`config.mk`:
```
export PLATFORM = sky130hd
export DESIGN_NAME = sof_length_frame_parser_core
export DESIGN_NICKNAME = d
export VERILOG_FILES = /design/src/hdl/sofp_pkg.sv /design/src/hdl/sof_length_frame_parser_core.sv /design/src/hdl/sofp_ram.sv /design/src/hdl/sofp_ctrl.sv /design/src/hdl/sofp_rec.sv
export SDC_FILE = /design/constraint.sdc
export NUM_CORES = 1
export LEC_CHECK = 0
export BUFFER_PORTS_ARGS = -buffer_cell sky130_fd_sc_hd__buf_4
export CORE_MARGIN = 8
export CORE_UTILIZATION = 48
export CTS_CLUSTER_DIAMETER = 80
export DETAILED_ROUTE_END_ITERATION = 7
export PLACE_DENSITY = 0.64
export SYNTH_ARGS = -nofsm -noshare
export SYNTH_HDL_FRONTEND = slang
export SYNTH_SLANG_ARGS = --single-unit
```
`constraint.sdc`:
```
create_clock -name clk_i -period 5.6 [get_ports clk_i]
set_input_delay 1.4 -clock clk_i [delete_from_list [all_inputs] [get_ports clk_i]]
set_output_delay 1.4 -clock clk_i [all_outputs]
set_load 0.005 [all_outputs]
```
`src/hdl/sofp_pkg.sv`:
```
`timescale 1ns / 1ps
// ----------------------------------------------------------------------------
// sofp_pkg
// Shared types and constants of the start-of-frame length frame parser.
// ----------------------------------------------------------------------------
package sofp_pkg;

  localparam int unsigned MAX_PAYLOAD = 256;
  localparam int unsigned PAY_CNT_W   = $clog2(MAX_PAYLOAD + 1);

  localparam logic [7:0] SOF_BYTE = 8'hAA;

  localparam int unsigned SUB_W     = 2;
  localparam int unsigned RSV_BYTES = 2;
  localparam int unsigned LEN_BYTES = 4;
  localparam logic [SUB_W-1:0] RSV_LAST = SUB_W'(RSV_BYTES - 1);
  localparam logic [SUB_W-1:0] LEN_LAST = SUB_W'(LEN_BYTES - 1);

  localparam int unsigned REC_DEPTH = 2;
  localparam int unsigned REC_AW    = $clog2(REC_DEPTH);

  typedef enum logic [10:0] {
    PH_HUNT     = 11'b000_0000_0001,
    PH_VERSION  = 11'b000_0000_0010,
    PH_CMD_SET  = 11'b000_0000_0100,
    PH_CMD_ID   = 11'b000_0000_1000,
    PH_FLAGS    = 11'b000_0001_0000,
    PH_SENDER   = 11'b000_0010_0000,
    PH_RESERVED = 11'b000_0100_0000,
    PH_LENGTH   = 11'b000_1000_0000,
    PH_PAYLOAD  = 11'b001_0000_0000,
    PH_CRC      = 11'b010_0000_0000,
    PH_ERROR    = 11'b100_0000_0000
  } sofp_phase_e;

  typedef enum logic [2:0] {
    FLD_NONE,
    FLD_VERSION,
    FLD_CMD_SET,
    FLD_CMD_ID,
    FLD_FLAGS,
    FLD_SENDER,
    FLD_CRC_HI
  } sofp_field_e;

  typedef struct packed {
    logic [7:0] version;
    logic [7:0] cmd_set;
    logic [7:0] cmd_id;
    logic [7:0] flags;
    logic [7:0] sender;
    logic [7:0] crc_high;
  } sofp_rec_t;

  typedef struct packed {
    sofp_field_e       field;
    logic [7:0]        data;
    logic              emit_pay;
    logic              emit_done;
    logic [7:0]        index;
    logic [31:0]       length;
    logic [REC_AW-1:0] slot;
  } sofp_req_t;

  typedef struct packed {
    logic        kind;
    logic [7:0]  payload_byte;
    logic [7:0]  payload_index;
    logic [7:0]  version;
    logic [7:0]  cmd_set;
    logic [7:0]  cmd_id;
    logic [7:0]  flag_bits;
    logic [7:0]  sender_id;
    logic [31:0] length_field;
    logic [15:0] crc_value;
    logic        last;
  } sofp_res_t;

endpackage

```
`src/hdl/sof_length_frame_parser_core.sv`:
```
`timescale 1ns / 1ps
// ----------------------------------------------------------------------------
// sof_length_frame_parser_core
// Byte-serial frame deframer: start byte, header, big-endian length, payload
// and a captured CRC. Payload bytes come out with their index, and the last
// CRC byte produces a frame-complete request with the header fields.
//
//   Channel  Handshake                Payload
//   in       in_valid_i / in_stall_o  rx_byte_i
//   out      out_valid_o / out_stall_i out_kind_o, payload_byte_o,
//                                     payload_index_o, version_o, cmd_set_o,
//                                     cmd_id_o, flag_bits_o, sender_id_o,
//                                     length_field_o, crc_value_o, last_o
//
// One byte is accepted per cycle while in_stall_o is low. A result is registered
// in the record stage and again at the output: the header record is read from a
// two-entry RAM in the accept cycle and merged and written back in the next.
// Reset clears the sequencer and the valid flags; the RAM needs no clearing.
// An output stall holds the record stage only when it carries a result.
// ----------------------------------------------------------------------------
module sof_length_frame_parser_core (
  input  logic        clk_i,
  input  logic        rst_ni,
  input  logic        in_valid_i,
  output logic        in_stall_o,
  input  logic [7:0]  rx_byte_i,
  output logic        out_valid_o,
  input  logic        out_stall_i,
  output logic        out_kind_o,
  output logic [7:0]  payload_byte_o,
  output logic [7:0]  payload_index_o,
  output logic [7:0]  version_o,
  output logic [7:0]  cmd_set_o,
  output logic [7:0]  cmd_id_o,
  output logic [7:0]  flag_bits_o,
  output logic [7:0]  sender_id_o,
  output logic [31:0] length_field_o,
  output logic [15:0] crc_value_o,
  output logic        last_o
);

  logic                accept;
  logic                hold;
  logic                take;
  logic                res_valid;
  sofp_pkg::sofp_req_t req;
  sofp_pkg::sofp_res_t res;
  sofp_pkg::sofp_res_t res_q;
  logic                out_valid_q, out_valid_d;

  assign in_stall_o = hold;
  assign accept     = in_valid_i & ~hold;
  assign take       = ~out_valid_q | ~out_stall_i;

  sofp_ctrl u_ctrl (
    .clk_i    (clk_i),
    .rst_ni   (rst_ni),
    .accept_i (accept),
    .byte_i   (rx_byte_i),
    .req_o    (req)
  );

  sofp_rec u_rec (
    .clk_i       (clk_i),
    .rst_ni      (rst_ni),
    .accept_i    (accept),
    .req_i       (req),
    .take_i      (take),
    .hold_o      (hold),
    .res_valid_o (res_valid),
    .res_o       (res)
  );

  always_comb begin
    out_valid_d = out_valid_q;
    if (res_valid) begin
      out_valid_d = 1'b1;
    end else if (~out_stall_i) begin
      out_valid_d = 1'b0;
    end
  end

  always_ff @(posedge clk_i or negedge rst_ni) begin
    if (!rst_ni) begin
      out_valid_q <= 1'b0;
    end else begin
      out_valid_q <= out_valid_d;
    end
  end

  always_ff @(posedge clk_i) begin
    if (res_valid) begin
      res_q <= res;
    end
  end

  assign out_valid_o     = out_valid_q;
  assign out_kind_o      = res_q.kind;
  assign payload_byte_o  = res_q.payload_byte;
  assign payload_index_o = res_q.payload_index;
  assign version_o       = res_q.version;
  assign cmd_set_o       = res_q.cmd_set;
  assign cmd_id_o        = res_q.cmd_id;
  assign flag_bits_o     = res_q.flag_bits;
  assign sender_id_o     = res_q.sender_id;
  assign length_field_o  = res_q.length_field;
  assign crc_value_o     = res_q.crc_value;
  assign last_o          = res_q.last;

endmodule

```
`src/hdl/sofp_ram.sv`:
```
`timescale 1ns / 1ps
// ----------------------------------------------------------------------------
// sofp_ram
// Generic simple dual-port RAM with one write port and a registered read.
// ----------------------------------------------------------------------------
module sofp_ram #(
  parameter int unsigned WIDTH = 8,
  parameter int unsigned DEPTH = 2
) (
  input  logic                     clk_i,
  input  logic                     we_i,
  input  logic [$clog2(DEPTH)-1:0] waddr_i,
  input  logic [WIDTH-1:0]         wdata_i,
  input  logic                     re_i,
  input  logic [$clog2(DEPTH)-1:0] raddr_i,
  output logic [WIDTH-1:0]         rdata_o
);

  logic [WIDTH-1:0] mem_q [DEPTH];
  logic [WIDTH-1:0] rdata_q;

  always_ff @(posedge clk_i) begin
    if (we_i) begin
      mem_q[waddr_i] <= wdata_i;
    end
    if (re_i) begin
      rdata_q <= mem_q[raddr_i];
    end
  end

  assign rdata_o = rdata_q;

endmodule

```
`src/hdl/sofp_ctrl.sv`:
```
`timescale 1ns / 1ps
// ----------------------------------------------------------------------------
// sofp_ctrl
// Frame sequencer: tracks the frame phase, counters and declared length and
// turns each accepted byte into a request for the header record stage.
// ----------------------------------------------------------------------------
module sofp_ctrl (
  input  logic                clk_i,
  input  logic                rst_ni,
  input  logic                accept_i,
  input  logic [7:0]          byte_i,
  output sofp_pkg::sofp_req_t req_o
);

  sofp_pkg::sofp_phase_e                 phase_q, phase_d;
  logic [sofp_pkg::SUB_W-1:0]            sub_q, sub_d;
  logic [sofp_pkg::PAY_CNT_W-1:0]        cnt_q, cnt_d;
  logic [sofp_pkg::PAY_CNT_W-1:0]        cnt_inc;
  logic [31:0]                           len_q, len_d;
  logic [31:0]                           len_shift;
  logic [sofp_pkg::REC_AW-1:0]           slot_q, slot_d;

  assign cnt_inc   = cnt_q + sofp_pkg::PAY_CNT_W'(1);
  assign len_shift = {len_q[23:0], byte_i};

  always_comb begin
    phase_d = phase_q;
    sub_d   = sub_q;
    cnt_d   = cnt_q;
    len_d   = len_q;
    slot_d  = slot_q;

    req_o.field     = sofp_pkg::FLD_NONE;
    req_o.data      = byte_i;
    req_o.emit_pay  = 1'b0;
    req_o.emit_done = 1'b0;
    req_o.index     = 8'(cnt_q);
    req_o.length    = len_q;
    req_o.slot      = slot_q;

    case (phase_q)
      sofp_pkg::PH_HUNT: begin
        phase_d = (byte_i == sofp_pkg::SOF_BYTE) ? sofp_pkg::PH_VERSION
                                                 : sofp_pkg::PH_ERROR;
      end
      sofp_pkg::PH_VERSION: begin
        req_o.field = sofp_pkg::FLD_VERSION;
        phase_d     = sofp_pkg::PH_CMD_SET;
      end
      sofp_pkg::PH_CMD_SET: begin
        req_o.field = sofp_pkg::FLD_CMD_SET;
        phase_d     = sofp_pkg::PH_CMD_ID;
      end
      sofp_pkg::PH_CMD_ID: begin
        req_o.field = sofp_pkg::FLD_CMD_ID;
        phase_d     = sofp_pkg::PH_FLAGS;
      end
      sofp_pkg::PH_FLAGS: begin
        req_o.field = sofp_pkg::FLD_FLAGS;
        phase_d     = sofp_pkg::PH_SENDER;
      end
      sofp_pkg::PH_SENDER: begin
        req_o.field = sofp_pkg::FLD_SENDER;
        phase_d     = sofp_pkg::PH_RESERVED;
        sub_d       = '0;
      end
      sofp_pkg::PH_RESERVED: begin
        if (sub_q == sofp_pkg::RSV_LAST) begin
          sub_d   = '0;
          len_d   = '0;
          phase_d = sofp_pkg::PH_LENGTH;
        end else begin
          sub_d = sub_q + sofp_pkg::SUB_W'(1);
        end
      end
      sofp_pkg::PH_LENGTH: begin
        len_d = len_shift;
        if (sub_q == sofp_pkg::LEN_LAST) begin
          sub_d   = '0;
          cnt_d   = '0;
          phase_d = (len_shift == 32'd0) ? sofp_pkg::PH_CRC : sofp_pkg::PH_PAYLOAD;
        end else begin
          sub_d = sub_q + sofp_pkg::SUB_W'(1);
        end
      end
      sofp_pkg::PH_PAYLOAD: begin
        req_o.emit_pay = 1'b1;
        cnt_d          = cnt_inc;
        if ((32'(cnt_inc) == len_q) ||
            (cnt_inc >= sofp_pkg::PAY_CNT_W'(sofp_pkg::MAX_PAYLOAD))) begin
          sub_d   = '0;
          phase_d = sofp_pkg::PH_CRC;
        end
      end
      sofp_pkg::PH_CRC: begin
        if (sub_q == '0) begin
          req_o.field = sofp_pkg::FLD_CRC_HI;
          sub_d       = sofp_pkg::SUB_W'(1);
        end else begin
          req_o.emit_done = 1'b1;
          phase_d         = sofp_pkg::PH_HUNT;
          sub_d           = '0;
          cnt_d           = '0;
          len_d           = '0;
          slot_d          = slot_q + sofp_pkg::REC_AW'(1);
        end
      end
      sofp_pkg::PH_ERROR: begin
        phase_d = sofp_pkg::PH_HUNT;
      end
      default: begin
        phase_d = sofp_pkg::PH_HUNT;
        sub_d   = '0;
        cnt_d   = '0;
        len_d   = '0;
      end
    endcase
  end

  always_ff @(posedge clk_i or negedge rst_ni) begin
    if (!rst_ni) begin
      phase_q <= sofp_pkg::PH_HUNT;
      sub_q   <= '0;
      cnt_q   <= '0;
      len_q   <= '0;
      slot_q  <= '0;
    end else if (accept_i) begin
      phase_q <= phase_d;
      sub_q   <= sub_d;
      cnt_q   <= cnt_d;
      len_q   <= len_d;
      slot_q  <= slot_d;
    end
  end

endmodule

```
`src/hdl/sofp_rec.sv`:
```
`timescale 1ns / 1ps
// ----------------------------------------------------------------------------
// sofp_rec
// Header record stage: reads the frame's header record from RAM, merges the
// captured byte, writes it back and forms the result. A write to the same
// entry in the cycle of the read is forwarded from a holding register.
// ----------------------------------------------------------------------------
module sofp_rec (
  input  logic                clk_i,
  input  logic                rst_ni,
  input  logic                accept_i,
  input  sofp_pkg::sofp_req_t req_i,
  input  logic                take_i,
  output logic                hold_o,
  output logic                res_valid_o,
  output sofp_pkg::sofp_res_t res_o
);

  logic                b_valid_q, b_valid_d;
  logic                fwd_q, fwd_d;
  sofp_pkg::sofp_req_t b_req_q;
  sofp_pkg::sofp_rec_t wr_q;
  sofp_pkg::sofp_rec_t rd_data;
  sofp_pkg::sofp_rec_t base;
  sofp_pkg::sofp_rec_t new_rec;
  logic                b_emit;
  logic                b_fire;
  logic                b_write;

  assign b_emit  = b_req_q.emit_pay | b_req_q.emit_done;
  assign b_fire  = b_valid_q & (~b_emit | take_i);
  assign b_write = b_fire & (b_req_q.field != sofp_pkg::FLD_NONE);
  assign hold_o  = b_valid_q & ~b_fire;

  assign base = fwd_q ? wr_q : rd_data;

  always_comb begin
    new_rec = base;
    case (b_req_q.field)
      sofp_pkg::FLD_VERSION: new_rec.version  = b_req_q.data;
      sofp_pkg::FLD_CMD_SET: new_rec.cmd_set  = b_req_q.data;
      sofp_pkg::FLD_CMD_ID:  new_rec.cmd_id   = b_req_q.data;
      sofp_pkg::FLD_FLAGS:   new_rec.flags    = b_req_q.data;
      sofp_pkg::FLD_SENDER:  new_rec.sender   = b_req_q.data;
      sofp_pkg::FLD_CRC_HI:  new_rec.crc_high = b_req_q.data;
      default:               new_rec = base;
    endcase
  end

  always_comb begin
    res_o = '0;
    if (b_req_q.emit_done) begin
      res_o.kind         = 1'b1;
      res_o.version      = base.version;
      res_o.cmd_set      = base.cmd_set;
      res_o.cmd_id       = base.cmd_id;
      res_o.flag_bits    = base.flags;
      res_o.sender_id    = base.sender;
      res_o.length_field = b_req_q.length;
      res_o.crc_value    = {base.crc_high, b_req_q.data};
      res_o.last         = 1'b1;
    end else begin
      res_o.payload_byte  = b_req_q.data;
      res_o.payload_index = b_req_q.index;
    end
  end

  assign res_valid_o = b_fire & b_emit;

  always_comb begin
    b_valid_d = b_valid_q;
    fwd_d     = fwd_q;
    if (accept_i) begin
      b_valid_d = 1'b1;
      fwd_d     = b_write & (b_req_q.slot == req_i.slot);
    end else if (b_fire) begin
      b_valid_d = 1'b0;
    end
  end

  always_ff @(posedge clk_i or negedge rst_ni) begin
    if (!rst_ni) begin
      b_valid_q <= 1'b0;
      fwd_q     <= 1'b0;
    end else begin
      b_valid_q <= b_valid_d;
      fwd_q     <= fwd_d;
    end
  end

  always_ff @(posedge clk_i) begin
    if (accept_i) begin
      b_req_q <= req_i;
    end
    if (b_write) begin
      wr_q <= new_rec;
    end
  end

  sofp_ram #(
    .WIDTH ($bits(sofp_pkg::sofp_rec_t)),
    .DEPTH (sofp_pkg::REC_DEPTH)
  ) u_rec_ram (
    .clk_i   (clk_i),
    .we_i    (b_write),
    .waddr_i (b_req_q.slot),
    .wdata_i (new_rec),
    .re_i    (accept_i),
    .raddr_i (req_i.slot),
    .rdata_o (rd_data)
  );

endmodule
```
==> reports/results.ini, run 1 <==
[run_status]
outcome=finished clean

[synth]
synth_common_cells=edfxtp_1, mux2i_1, nor2_1
synth_cell_types=62
yosysWarnings=0
synth_flop_cell=edfxtp_1
synthArstFlopShare_pct=14.2
synth.top_cell.area_share_pct=64.3
avgSynthCellArea_um2=15.1
synthCells=1087
synth_area_um2=16400
yosysMostFrequentCell=edfxtp_1
synth_edf_count=351
synth_seq_cells=409
syn_nets=1104
synth_top_area_cell=edfxtp_1
yosysSeqAreaShare_pct=73.1
synth.top_cells.by_area=edfxtp_1, dfrtp_1, mux2i_1

[floorplanning]
chipHeight_um=201
core_area_um2=33600
die-width_um=201
die_area_um2=40300
std_cell_rows=67
initial_utilization_pct=48.8
io_pins=120

[sta]
fin_crit_ps=3320
finalSetupViolCount=0
fmax_ghz=0.301
slew_headroom_pct=32.1
skew_ps=33.2
worst_slack_ps=2280
min_period_over_period_pct=59.3
rsz0062_at_grt=false
hold_violations=0
drv_slew=0
tightest_slew_ps=1020
setup_tns_ps=0

[pwr]
power.leakage_nw=6.88
ir_drop_uv=219
powerDensity_nw_per_um2=438
finalPower_mw=8.36

[setup_path]
rrSetupSlack_ps=2370
path_class=reg -> out
crit_path_start_kind=register
crit_fanout=32
endpoint_kind=output port
critical_path_required_ps=4200
critPathArrivalTime_ps=1920

[cts]
cts_resized=0
root_buffer=clkbuf_16
worstSkewPairLatency_ps=550
cts_tree=built
clk_path_buf_depth=3
htree_levels=2
cts_setup_buffers=0
cts_buffers=41
clk_pin_slew_worst_paths_ps=60
cts.sinks=409
ctsHoldBuffers=0

[placement]
placedCellCount=1610
dpl_cell_area_um2=17700
pre_cts_slack_ps=1960
hpwl_um=20100
gp_congestion=0.814
place.port_buffers=119

[global_routing]
track_usage_pct=15.9
antenna_found_initial=0
grt_max_degree=77
grt_pass1_wl_um=51500
grt_pass1_vias=9033
grt.overflow.total=0

[cells_and_area]
syn_to_final_growth_pct=16.4
instances_no_fill=1686
n_antenna_cell=0
drive_gt1_share_pct=21.2
final_area_um2=19100
nets=1222

[detailed_routing]
viasPerCell=5.29
vias=8915
dr.pass1.iters=5
postRouteWirelength_um=32400
routedWlPerCell_um=19.2
dr.first_iter.drc_count=581
final_antenna_net_count=0
drt_drc_violations_left=0

[flow_run]
drv_cap=0

[worst_hold_path]
hold_path.class=reg -> reg

## worst max-delay path, cell delays in order (launching register included)
cell and delay, ps:
edfxtp_1 950, o2111ai_2 240, inv_1 90, buf_4 110
## area by class of cell
cell class | count | area, um^2
Fill cell | 2652 | 14500
Inverter | 43 | 164
Tap cell | 448 | 561
Multi-Input combinational cell | 578 | 3970
Clock buffer | 50 | 1120
Clock inverter | 26 | 264
Sequential cell | 409 | 12000
Timing Repair Buffer | 132 | 1000
## kinds of logic (layout without fill, tap and decap cells)
| kind of cell | Yosys count | in the layout | share of synthesized area [%] |
|---|---|---|---|
| flip-flops | 409 | 409 | 73.1 |
| buffers and inverters | 100 | 251 | 2.73 |
| AND/OR/NAND/NOR | 313 | 313 | 10.3 |
| AO/OA/AOI/OAI | 119 | 119 | 4.56 |
| adder cells (fa/ha/maj) | 5 | 5 | 0.382 |
| XOR/XNOR | 12 | 12 | 0.641 |
| multiplexers | 129 | 129 | 8.24 |
## layout by cell type, fill, tap and decap left out, types with 5 or more instances in the layout
| master | n |
|---|---|
| inv_1 | 40 |
| or3_1 | 5 |
| edfxtp_1 | 351 |
| o31ai_1 | 10 |
| nor3_1 | 10 |
| clkinv_2 | 6 |
| nand2_1 | 53 |
| nor2_1 | 66 |
| o21ai_0 | 25 |
| nand2b_1 | 8 |
| mux2_2 | 48 |
| buf_4 | 131 |
| xor2_1 | 6 |
| nor2b_1 | 66 |
| nand3b_1 | 7 |
| nor4_1 | 13 |
| clkbuf_1 | 6 |
| clkbuf_16 | 44 |
| clkinv_1 | 9 |
| xnor2_1 | 6 |
| dfrtp_1 | 55 |
| ha_1 | 5 |
| and2_1 | 43 |
| nand3_1 | 11 |
| a21oi_1 | 52 |
| nand4_1 | 7 |
| mux2i_1 | 81 |
## path summary, 6_finish.rpt
kind / start / end / depth (start not counted)
hold / removal: u_ctrl.len_q[24] / u_rec.b_req_q[25] / 0
setup reg to reg: u_rec.b_req_q[41] / u_rec.u_rec_ram.mem_q[1][31] / 6
max in group asynchronous: rst_ni / u_ctrl.slot_q / 1
setup / recovery: u_rec.b_req_q[41] / in_stall_o / 3
min in group asynchronous: rst_ni / u_ctrl.cnt_q[5] / 1
hold reg to reg: u_ctrl.len_q[24] / u_rec.b_req_q[25] / 0
## stage by stage
| step | hold slack [ps] | utilization, % |
|---|---|---|
| after floorplan | 420 | - |
| after global placement | 481 | 52.6 |
| after detailed placement | 466 | 52.6 |
| after CTS | 493 | 56.8 |
| after global routing | 508 | 56.8 |
| final | 496 | 56.8 |
## report_power, final
group          switching (mW)  total (mW)  internal (mW)
combinational           0.838        1.41          0.577
clock                    1.14        2.77           1.63
sequential              0.180        4.18           4.00
## registers in the layout (all words and copies together) (netlist names), 2 cells and up
| signal | count |
|---|---|
| cmd_id_o | 8 |
| cmd_set_o | 8 |
| crc_value_o | 16 |
| flag_bits_o | 8 |
| length_field_o | 32 |
| payload_byte_o | 8 |
| payload_index_o | 8 |
| sender_id_o | 8 |
| u_ctrl.cnt_q | 9 |
| u_ctrl.len_q | 32 |
| u_ctrl.phase_q | 11 |
| u_ctrl.sub_q | 2 |
| u_rec.b_req_q | 54 |
| u_rec.u_rec_ram.mem_q | 96 |
| u_rec.u_rec_ram.rdata_o | 48 |
| u_rec.wr_q | 48 |
| version_o | 8 |
## layer usage
layer	GRT usage (%)	up-vias	wire, um
met5	0	-	0
met4	4.70	0	701
met3	3.13	50	1590
met2	26.4	187	15900
met1	20.9	4456	14200
li1	-	4222	-
(Power assumes the default switching activity.)
==> run 2, diff against run 1 <==
- clock period: 5.6 -> 3.02 ns (I/O delays scaled with it)
==> run 2 against run 1 <==
Compared with the run above: critical path depth increased by 5; clock power increased by 82%; design area increased by 0.37%; sequential share of layout area decreased by 0.23 points; register-to-register slack got worse by 2000 ps; largest cell class unchanged.
==> reports/results.ini, run 2 (synthesis gave the netlist of run 1 again) <==
[detailed_routing]
viasPerCell=5.34  ; +1.0%
routedWlPerCell_um=19.6  ; +1.6%
dr_wl_met2_um=15900  ; -0.27%
final_antenna_net_count=0  ; unchanged
vias=9010  ; +1.1%
drt_drc_violations_left=0  ; unchanged
dr.pass1.iters=5  ; unchanged
highest_layer=met4
postRouteWirelength_um=33000  ; +1.7%
dr.first_iter.drc_count=544  ; -6.4%
m1WireLength_um=14900  ; +4.5%
wl_met3_um=1720  ; +8.4%

[pwr]
p_switching_mw=3.95  ; +83%
ir_drop_uv=466  ; +110%
power_frac_clock_pct=32.5  ; -0.6 points
switching_share_pct=25.5  ; -0.26 points
seqPwrFrac_pct=50.0  ; about the same
power.leakage_nw=6.92  ; +0.46%
powerDensity_nw_per_um2=809  ; +85%
comb_power_share_pct=17.5  ; +0.6 points
p_int_mw=11.5  ; +86%
finalPower_mw=15.5  ; +85%

[cells_and_area]
drive_gt1_share_pct=21.0  ; -0.16 points
nets=1226  ; +0.33%
syn_to_final_growth_pct=16.8
largest_reg_flops=96  ; unchanged
final_common_cell=edfxtp_1
reg.largest.list=u_rec.u_rec_ram.mem_q x96, u_rec.b_req_q x54
regMostFlops=u_rec.u_rec_ram.mem_q
fill_cells=2590  ; -2.3%
final_cell_mix=edfxtp_1, buf_4, mux2i_1

[setup_path]
endpoint_kind=register
crit_fanout=15  ; -53%
crit_path_start_kind=register
path_class=reg -> reg
rrSetupSlack_ps=400  ; -1970 ps
worst_r2r_startpoint=u_ctrl.sub_q[0]
critical_path_required_ps=3450  ; -750 ps
setup.worst_path.start=u_ctrl.sub_q[0]
critPathArrivalTime_ps=3050  ; +1130 ps

[cts]
ctsHoldBuffers=0  ; unchanged
clk_path_buf_depth=3  ; unchanged
htree_levels=2  ; unchanged
worstSkewPairLatency_ps=540  ; about the same
root_buffer=clkbuf_16
clk_pin_slew_worst_paths_ps=60  ; about the same
cts_buffers=43  ; +4.9%
cts_setup_buffers=0  ; unchanged
cts.sinks=409  ; unchanged
cts_resized=0  ; unchanged
cts_tree=built

[global_routing]
grt_max_degree=106  ; +38%
grt_pass1_wl_um=51700  ; +0.54%
grt_pass1_vias=8997  ; -0.40%
grt.overflow.total=0  ; unchanged
antenna_found_initial=0  ; unchanged
track_usage_pct=16.0  ; +0.12 points

[sta]
rsz0062_at_grt=false
fmax_ghz=0.382
fin_crit_ps=2620
hold_violations=0  ; unchanged
min_period_over_period_pct=86.6
drv_slew=0  ; unchanged
finalSetupViolCount=0  ; unchanged
hold_slack_ps=303  ; -193 ps
tightest_slew_ps=977  ; -38.8 ps
slew_headroom_pct=34.9  ; +2.7 points
setup_tns_ps=0  ; unchanged
skew_ps=22.3  ; -10.9 ps
worst_slack_ps=404  ; -1870 ps

[floorplanning]
core_area_um2=33600  ; unchanged
die_area_um2=40300  ; unchanged
std_cell_rows=67  ; unchanged
die-width_um=201  ; unchanged
chipHeight_um=201  ; unchanged
initial_utilization_pct=48.8  ; unchanged
io_pins=120  ; unchanged

[run_status]
outcome=finished clean

[placement]
place.port_buffers=119  ; unchanged
hpwl_um=19900  ; -0.62%
pre_cts_slack_ps=361  ; -1600 ps
gp_congestion=0.847  ; +4.0%

[worst_hold_path]
hold_path.class=in -> async

[flow_run]
drv_cap=0  ; unchanged

==> run 2: cell types whose count changed in the layout (fill, tap and decap cells not counted), moves of 2 or more <==
cell        previous run  this run
bufinv_16              4         2
clkbuf_1               6         8
clkinvlp_4             4         1
buf_12                 1         8
buf_4                131       126
clkbuf_8               0         4
inv_4                  2         0
==> run 2: layout make-up <==
cell class	instances	area [um^2]	share of cell area (%)
Sequential cell	409	12000	62.6
Tap cell	448	561	2.93
Multi-Input combinational cell	578	3970	20.7
Inverter	43	165	0.862
Antenna cell	1	2.50	0.0131
Timing Repair Buffer	134	1110	5.78
Clock inverter	17	140	0.732
Clock buffer	57	1210	6.32
==> run 2: path summary, 6_finish.rpt <==
| path | endpoint | cells past startpoint |
|---|---|---|
| hold reg to reg | u_rec.b_req_q[25] | 0 |
| setup reg to reg | u_ctrl.phase_q[4] | 8 |
| hold / removal | out_valid_o | 1 |
| setup / recovery | u_ctrl.phase_q[4] | 8 |
| min in group clk_i | u_rec.b_req_q[47] | 1 |
| max in group asynchronous | u_rec.fwd_q | 1 |
==> run 2: power by group through the flow <==
stage / clock [mW] / combinational [mW] / sequential (mW)
2_1_floorplan: 0 / 1.90 / 7.73
3_3_place_gp: 0 / 2.68 / 7.82
3_5_place_dp: 0 / 2.75 / 7.86
4_1_cts: 5.15 / 2.75 / 7.75
5_1_grt: 5.34 / 2.97 / 7.82
6_report: 5.03 / 2.72 / 7.74
==> run 2: routing by layer <==
metal | vias up | global-route usage, %
li1 | 4230 | -
met1 | 4528 | 21.7
met2 | 208 | 26.3
met3 | 44 | 3.31
met4 | 0 | 3.73
met5 | - | 0
==> run 2: critical path: stages (launching register included) <==
cell	delay, ps
dfrtp_1	430
inv_1	120
ha_1	250
nor4bb_1	330
o2111a_1	320
a311o_1	460
nand2b_1	380
nand2_1	120
o21ai_0	110
==> run 2: through the flow <==
stage	cell area [um^2]	instances	util, %
CTS	19100	1686	57.0
detailed placement	17800	1612	52.9
global route	19100	1686	57.0
finish	19200	1687	57.0
global placement	17800	1612	52.9
floorplan	16400	1087	-
==> run 3, diff against run 2 <==
- PLACE_DENSITY: 0.64 -> 0.62
- clock period: 3.02 -> 3.07 ns (I/O delays scaled with it)
==> run 3 against run 2 <==
Compared with the run above: sequential power shrank 1%; die area is the same; cell count unchanged.
==> reports/results.ini, run 3 (synthesis gave the netlist of run 1 again) <==
[run_status]
outcome=finished clean

[detailed_routing]
viasPerCell=5.24  ; -1.8%
drt_drc_violations_left=0  ; unchanged
routedWlPerCell_um=19.5  ; -0.10%
vias=8845  ; -1.8%
dr.first_iter.drc_count=594  ; +9.2%
final_antenna_net_count=0  ; unchanged
dr.pass1.iters=5  ; unchanged
postRouteWirelength_um=33000  ; -0.10%

[sta]
finalSetupViolCount=0  ; unchanged
skew_ps=19.8  ; -2.53 ps
hold_slack_ps=315  ; +12.5 ps
drv_slew=0  ; unchanged
setup_tns_ps=0  ; unchanged
hold_violations=0  ; unchanged
rsz0062_at_grt=false
fin_crit_ps=2640  ; +20.1 ps
min_period_over_period_pct=85.9  ; -0.76 points
slew_headroom_pct=47.8  ; +13 points
tightest_slew_ps=782  ; -194 ps
fmax_ghz=0.379  ; -0.76%

[pwr]
power.leakage_nw=6.90  ; -0.17%
powerDensity_nw_per_um2=786  ; -2.8%
power_frac_clock_pct=31.4  ; -1.1 points
seqPwrFrac_pct=50.8  ; +0.8 points
switching_share_pct=25.9  ; +0.37 points
p_switching_mw=3.89  ; -1.5%
p_int_mw=11.1  ; -3.4%
finalPower_mw=15.0  ; -2.9%
comb_power_share_pct=17.8  ; +0.3 points
ir_drop_uv=460  ; -1.2%

[cells_and_area]
n_antenna_cell=0  ; -1
final_common_cell=edfxtp_1
regMostFlops=u_rec.u_rec_ram.mem_q
largest_reg_flops=96  ; unchanged
reg.largest.list=u_rec.u_rec_ram.mem_q x96, u_rec.b_req_q x54
drive_gt1_share_pct=21.3  ; +0.31 points
final_area_um2=19100  ; -0.13%
nets=1229  ; +0.24%
final_cell_mix=edfxtp_1, buf_4, mux2i_1
syn_to_final_growth_pct=16.7

[cts]
clk_pin_slew_worst_paths_ps=60  ; about the same
cts_tree=built
clk_path_buf_depth=3  ; unchanged
worstSkewPairLatency_ps=530  ; about the same
ctsHoldBuffers=0  ; unchanged
cts_resized=0  ; unchanged
htree_levels=2  ; unchanged
cts.sinks=409  ; unchanged
cts_setup_buffers=0  ; unchanged
root_buffer=clkbuf_16
cts_buffers=42  ; -2.3%

[setup_path]
critPathArrivalTime_ps=3030  ; -20 ps
endpoint_kind=register
rrSetupSlack_ps=430  ; +30 ps
cp_cell_sequence=ha_1, and3_1, nand4_1, a2111oi_0, and2_1, nor3b_1, o21ai_0
crit_path_top_delay_cell=a2111oi_0
reg2reg_to=u_ctrl.sub_q[0]
worst_r2r_startpoint=u_ctrl.cnt_q[0]
critical_path_required_ps=3460  ; about the same
crit_path_start_kind=register
critPathCapture=u_ctrl.sub_q[0]
crit_fanout=8  ; -7
setup.worst_path.start=u_ctrl.cnt_q[0]
path_class=reg -> reg
cpPeakStageDelay_ps=720  ; +260 ps
rr_worst_depth=7  ; -1

[global_routing]
grt_pass1_wl_um=51800  ; +0.19%
grt_pass1_vias=9034  ; +0.41%
grt_max_degree=90  ; -15%
track_usage_pct=16.1  ; +0.097 points
antenna_found_initial=0  ; unchanged
grt.overflow.total=0  ; unchanged

[floorplanning]
io_pins=120  ; unchanged
core_area_um2=33600  ; unchanged
std_cell_rows=67  ; unchanged
initial_utilization_pct=48.8  ; unchanged
die_area_um2=40300  ; unchanged
chipHeight_um=201  ; unchanged
die-width_um=201  ; unchanged

[placement]
place.port_buffers=119  ; unchanged
dpl_cell_area_um2=17900  ; +0.31%
hpwl_um=20400  ; +2.5%
gp_congestion=0.798  ; -5.8%

[flow_run]
drv_cap=0  ; unchanged

[worst_hold_path]
hold_path.class=in -> async

## run 3: changes by cell type in the layout (fill, tap and decap cells not counted), moves of 2 or more
cell,previous run,this run
buf_12,8,10
buf_4,126,128
clkbuf_16,45,43
clkbuf_8,4,2
clkinv_1,9,5
## run 3: worst min-delay path by stage
stage,from,to,cells past startpoint
after floorplan,u_ctrl.cnt_q[2],u_rec.b_req_q[35],0
after global placement,u_ctrl.len_q[26],u_rec.b_req_q[27],0
after detailed placement,u_ctrl.len_q[25],u_rec.b_req_q[26],0
final,rst_ni,u_ctrl.len_q[18],1
after CTS,rst_ni,u_ctrl.len_q[18],1
after global routing,rst_ni,u_ctrl.len_q[10],1
## run 3: critical path, delay by kind of cell, from the launching register on
kind | cells | cell delay (ps)
AND/OR/NAND/NOR | 4 | 880
adder cells (fa/ha/maj) | 1 | 320
AO/OA/AOI/OAI | 2 | 850
flip-flops | 1 | 470
## run 3: per-stage QoR
stage               util, %  setup WS [ps]  cells
finish                 56.9            434   1687
global route           56.9            199   1687
CTS                    56.9            441   1687
detailed placement     53.1            468   1616
global placement       53.1            555   1616
floorplan                 -           -478   1087
## run 3: cell type report
type / instances / area [um^2]
clock buffer: 54 / 1140
clock inverter: 17 / 136
fill: 2646 / 14500
inverter: 43 / 165
multi-input combinational: 578 / 3970
sequential: 409 / 12000
tap: 448 / 561
timing repair buffer: 138 / 1160
## run 3: power groups by stage
stage | Sequential (mW) | Clock [mW] | Combinational [mW]
after floorplan | 7.61 | 0 | 1.87
after global placement | 7.72 | 0 | 2.67
after detailed placement | 7.75 | 0 | 2.71
after CTS | 7.64 | 4.85 | 2.72
after global routing | 7.71 | 5.05 | 2.93
final | 7.63 | 4.73 | 2.68
## run 3: metal layers
metal  track usage [%]  routed length [um]
met5                 0                   0
met4              3.94                 536
met3              3.18                1840
met2              26.9               16100
met1              21.4               14500
